[config.mk]
export PLATFORM = sky130hd
export DESIGN_NAME = pfn_front
export DESIGN_NICKNAME = d
export VERILOG_FILES = /design/src/pfn_pkg.sv /design/src/pfn_front.sv
export SDC_FILE = /design/constraint.sdc
export NUM_CORES = 1
export LEC_CHECK = 0
export BUFFER_PORTS_ARGS = -buffer_cell sky130_fd_sc_hd__buf_2
export CORE_MARGIN = 8
export CORE_UTILIZATION = 40
export CTS_BUF_LIST = sky130_fd_sc_hd__clkbuf_8
export DETAILED_ROUTE_END_ITERATION = 8
export GPL_ROUTABILITY_DRIVEN = 0
export SLEW_MARGIN = 20
export SYNTH_ARGS = -nofsm -noshare
export SYNTH_HDL_FRONTEND = slang
export SYNTH_SLANG_ARGS = --single-unit
export TNS_END_PERCENT = 10
[constraint.sdc]
create_clock -name clk -period 10.05 [get_ports clk]
set_clock_uncertainty 0.1 [all_clocks]
set_input_delay 2.01 -clock clk [delete_from_list [all_inputs] [get_ports clk]]
set_output_delay 2.01 -clock clk [all_outputs]
set_load 0.02 [all_outputs]
[src/pfn_pkg.sv]
// ----------------------------------------------------------------------------
// pfn_pkg
// Shared types and constants of the fractal 2D gradient noise unit.
// ----------------------------------------------------------------------------
package pfn_pkg;

	localparam int FRAC_BITS       = 16;
	localparam int FIX_ONE         = 1 << FRAC_BITS;
	localparam int DEF_MAX_OCTAVES = 8;
	localparam int PERM_W          = 8;
	localparam int TABLE_DEPTH     = 256;
	localparam int COORD_W         = 32;
	localparam int OCT_IN_W        = 4;
	localparam int OCT_W           = 5;
	localparam int NOISE_W         = 16;
	localparam int QUO_W           = 17;
	localparam int CNT_W           = 5;

	// Command codes
	localparam logic CMD_LOAD = 1'b0;
	localparam logic CMD_EVAL = 1'b1;

	// One queued request between front and back
	typedef struct packed {
		logic                      cmd;
		logic [PERM_W-1:0]         idx;
		logic [PERM_W-1:0]         value;
		logic signed [COORD_W-1:0] x;
		logic signed [COORD_W-1:0] z;
		logic [OCT_W-1:0]          oct;
	} q_item_t;

	// Handshake from the queue head toward the back end
	typedef struct packed {
		logic    valid;
		q_item_t item;
	} q_head_t;

	typedef enum logic [3:0] {
		ST_IDLE,
		ST_POINT,
		ST_RA,
		ST_RB,
		ST_HAA,
		ST_HAB,
		ST_HBA,
		ST_HBB,
		ST_LERP0,
		ST_LERP1,
		ST_LERP2,
		ST_DIV_INIT,
		ST_DIV,
		ST_OUT
	} back_state_t;

endpackage

[src/pfn_front.sv]
// ----------------------------------------------------------------------------
// pfn_front
// Accepts requests, clamps the octave count and queues them (two entries).
// ----------------------------------------------------------------------------
module pfn_front import pfn_pkg::*; #(
	parameter int MAX_OCTAVES = DEF_MAX_OCTAVES
) (
	input  logic                      clk,
	input  logic                      arst_n,
	input  logic                      start,
	input  logic                      command,
	input  logic [PERM_W-1:0]         table_index,
	input  logic [PERM_W-1:0]         table_value,
	input  logic signed [COORD_W-1:0] coord_x,
	input  logic signed [COORD_W-1:0] coord_z,
	input  logic [OCT_IN_W-1:0]       octave_count,
	output logic                      busy,
	output q_head_t                   head,
	input  logic                      pop
);

	q_item_t          entries_q [2];
	logic             wr_ptr_q;
	logic             rd_ptr_q;
	logic [1:0]       count_q;
	logic             push;
	logic [OCT_W-1:0] oct_clamped;
	q_item_t          new_item;

	assign busy = (count_q == 2'd2);
	assign push = start && !busy;

	// Clamp octave count into 1..MAX_OCTAVES
	always_comb begin
		oct_clamped = OCT_W'(octave_count);
		priority if (octave_count == '0) begin
			oct_clamped = OCT_W'(1);
		end else if (OCT_W'(octave_count) > OCT_W'(MAX_OCTAVES)) begin
			oct_clamped = OCT_W'(MAX_OCTAVES);
		end
	end

	always_comb begin
		new_item.cmd   = command;
		new_item.idx   = table_index;
		new_item.value = table_value;
		new_item.x     = coord_x;
		new_item.z     = coord_z;
		new_item.oct   = oct_clamped;
	end

	// Queue payload
	always_ff @(posedge clk) begin
		if (push) begin
			entries_q[wr_ptr_q] <= new_item;
		end
	end

	// Queue pointers and fill level
	always_ff @(posedge clk or negedge arst_n) begin
		if (!arst_n) begin
			wr_ptr_q <= 1'b0;
			rd_ptr_q <= 1'b0;
			count_q  <= 2'd0;
		end else begin
			if (push) begin
				wr_ptr_q <= !wr_ptr_q;
			end
			if (pop) begin
				rd_ptr_q <= !rd_ptr_q;
			end
			unique case ({push, pop})
				2'b10:   count_q <= count_q + 2'd1;
				2'b01:   count_q <= count_q - 2'd1;
				default: count_q <= count_q;
			endcase
		end
	end

	assign head.valid = (count_q != 2'd0);
	assign head.item  = entries_q[rd_ptr_q];

`ifndef ASSERT_OFF
	a_no_pop_empty: assert property (@(posedge clk) disable iff (!arst_n)
		pop |-> head.valid) else $error("pop from empty queue");
	a_count_range: assert property (@(posedge clk) disable iff (!arst_n)
		count_q != 2'd3) else $error("queue fill level out of range");
	a_full_hold: assert property (@(posedge clk) disable iff (!arst_n)
		(busy && !pop) |=> busy) else $error("full queue lost an entry");
`endif

endmodule

==> flow_summary.ini <==
[power]
power_mw = 2.36
ir_worst_vdd_uv = 131
powerDensity_nw_per_um2 = 294
p_leak_nw = 3.09

[die]
io_pins = 177
dieArea_um2 = 20800
die_h_um = 144
die_w_um = 144
rows = 47
start_util = 0.403
core_um2 = 16300

[hold_path]
hold_class = reg -> reg

[yosys]
synth.distinct_cells = 21
synth-seq-cells = 174
synth_seq_area_share = 0.793
syn_area_um2 = 6570
synth-xor-area-share = 0.00667
yosys.area.top_type = edfxtp_1
synthCells = 290
synth_mux_area_frac = 0.169
avgSynthCellArea_um2 = 22.6
synth_compound_area_frac = 0
synthSimpleGateAreaFrac = 0.00819
syn_nets = 380
synth_top_cells_by_area = edfxtp_1 (78%), mux2_4 (9.1%), mux2_2 (7.7%)
ys.warnings.count = 0
synth_adder_area_share = 0.00191
yosysTopAreaCellShare = 0.777
synth_top_family_by_area = multiplexers

[timing]
setup_viol = 0
hold_viol = 0
fin_crit_ns = 4.77
setup-tns-final_ns = 0
rsz0062_at_grt = false
worstMarginPinSlew_ns = 0.926
timing.hold.ws_ns = 0.396
min_period_over_period = 0.475
timing.fmax_ghz = 0.210
slew_violations = 0
final.setup.worst_slack_ns = 5.28
slew_headroom = 0.382

[critical_path]
arrival_ns = 2.66
path_class = reg -> out
end_kind = primary output
cp-start-kind = register
crit_fanout = 49
crit_required_ns = 7.94

[detailed_routing]
ant_nets = 0
drt-vias-per-instance = 4.58
drt_iter0_markers = 163
first_pass_iters = 4
drcViolationCount = 0
wl_mm = 12.5
post_drt_wl_per_cell_um = 17.7
vias = 3247

[layout]
nNetsFinal = 565
finalNonFillerCells = 709
drive_gt1_frac = 0.613
syn_to_final_growth_pct = 22.1
fin_area_um2 = 8020
finish.utilization = 0.492
n_fill_cell = 1371

[clocking]
postCtsSetupRepairBufs = 0
clk_latency_ns = 0.44
cts_hold_buffers = 0
numClockSinks = 174
cts_tree = built
numCtsBuffers = 17
cts_root_buffer = clkbuf_8
clkTransAtPathRegs_ns = 0.09
ctsResizeCount = 0
clockBufferDepth = 2
htree_levels = 4

[placement]
place_hpwl_mm = 8.43
portBuffers = 175
dp_cells = 676
dp_slack_ns = 5.71
placed_area_um2 = 7620

[outcome]
status = complete, no violations

[global_routing]
grt_pass1_vias = 3632
grt_first_pass_wirelength_mm = 19.2
grt_start_max_net_pins = 56
grtUsageTotal = 0.124
antenna_found_initial = 3
overflow = 0

[run]
max_cap_violations = 0
==> cell usage in the layout, fill, tap and decap left out, types with 2 or more instances in the layout <==
| cell type | count |
|---|---|
| dfrtp_1 | 3 |
| edfxtp_1 | 170 |
| mux2_2 | 45 |
| inv_6 | 3 |
| clkinv_2 | 3 |
| nor2_1 | 4 |
| buf_2 | 175 |
| bufinv_16 | 2 |
| nor2b_1 | 2 |
| xnor2_1 | 3 |
| clkbuf_8 | 17 |
| mux2_4 | 40 |
| clkinv_4 | 3 |
| buf_4 | 3 |
| clkinvlp_4 | 3 |
| xor2_1 | 2 |
==> cell families after synthesis <==
logic type | count (synthesis)
muxes | 85
adders and majority gates | 1
other | 1
DFF | 174
buffers and inverters | 13
and+or+nand+nor | 11
xor gates and xnor gates | 5
==> state kept, by name, summed over array words and instances, names as in the netlist <==
register	flops
entries_q	170
wr_ptr_q	1
count_q	2
rd_ptr_q	1
==> routing by layer <==
layer / up-vias / GRT usage / wire (um)
li1: 1508 / - / -
met1: 1586 / 0.142 / 5290
met2: 130 / 0.197 / 5790
met3: 19 / 0.0607 / 1250
met4: 4 / 0.0460 / 160
met5: - / 0 / 21
==> critical path, cell delays in order (launching register included) <==
cell and delay (ns):
dfrtp_4 0.90, buf_4 0.69, mux2_2 0.42, buf_2 0.16
==> layout make-up <==
type | instances | area, um^2 | area share
inverter | 1 | 3.75 | 0.000468
timing repair buffer | 178 | 898 | 0.112
clock inverter | 15 | 161 | 0.0201
clock buffer | 17 | 234 | 0.0292
sequential | 174 | 5210 | 0.650
multi-input combinational | 103 | 1230 | 0.154
tap | 220 | 275 | 0.0343
antenna | 1 | 2.50 | 0.000312
==> final timing paths <==
kind                            start          endpoint  slack, ns  depth (start not counted)
min in group asynchronous      arst_n        count_q[0]       1.26                          1
min                        count_q[1]        count_q[1]       0.40                          1
max in group asynchronous      arst_n          rd_ptr_q       8.44                          1
max reg2reg                count_q[0]  entries_q[0][51]       7.31                          4
max                          rd_ptr_q          head[23]       5.28                          3
min reg2reg                count_q[1]        count_q[1]       0.40                          1
==> report_power, final <==
part           switching, mW  leakage, nW  internal [mW]  total, mW
Sequential            0.0795         1.63          0.993       1.07
Combinational          0.466         1.27          0.343      0.809
Clock                  0.252        0.195          0.224      0.476
==> synthesized netlist by cell type <==
cell type / number
clkbuf_1: 1
mux2_2: 45
nand2b_1: 1
buf_12: 4
edfxtp_1: 170
xor2_1: 2
buf_6: 1
buf_2: 4
and3_1: 1
ha_1: 1
dfrtp_1: 4
nor2_1: 5
nor2b_1: 2
nand2_1: 1
inv_1: 1
buf_4: 1
buf_8: 1
xnor2_1: 3
or2_2: 1
conb_1: 1
mux2_4: 40
(Power assumes the default switching activity.)
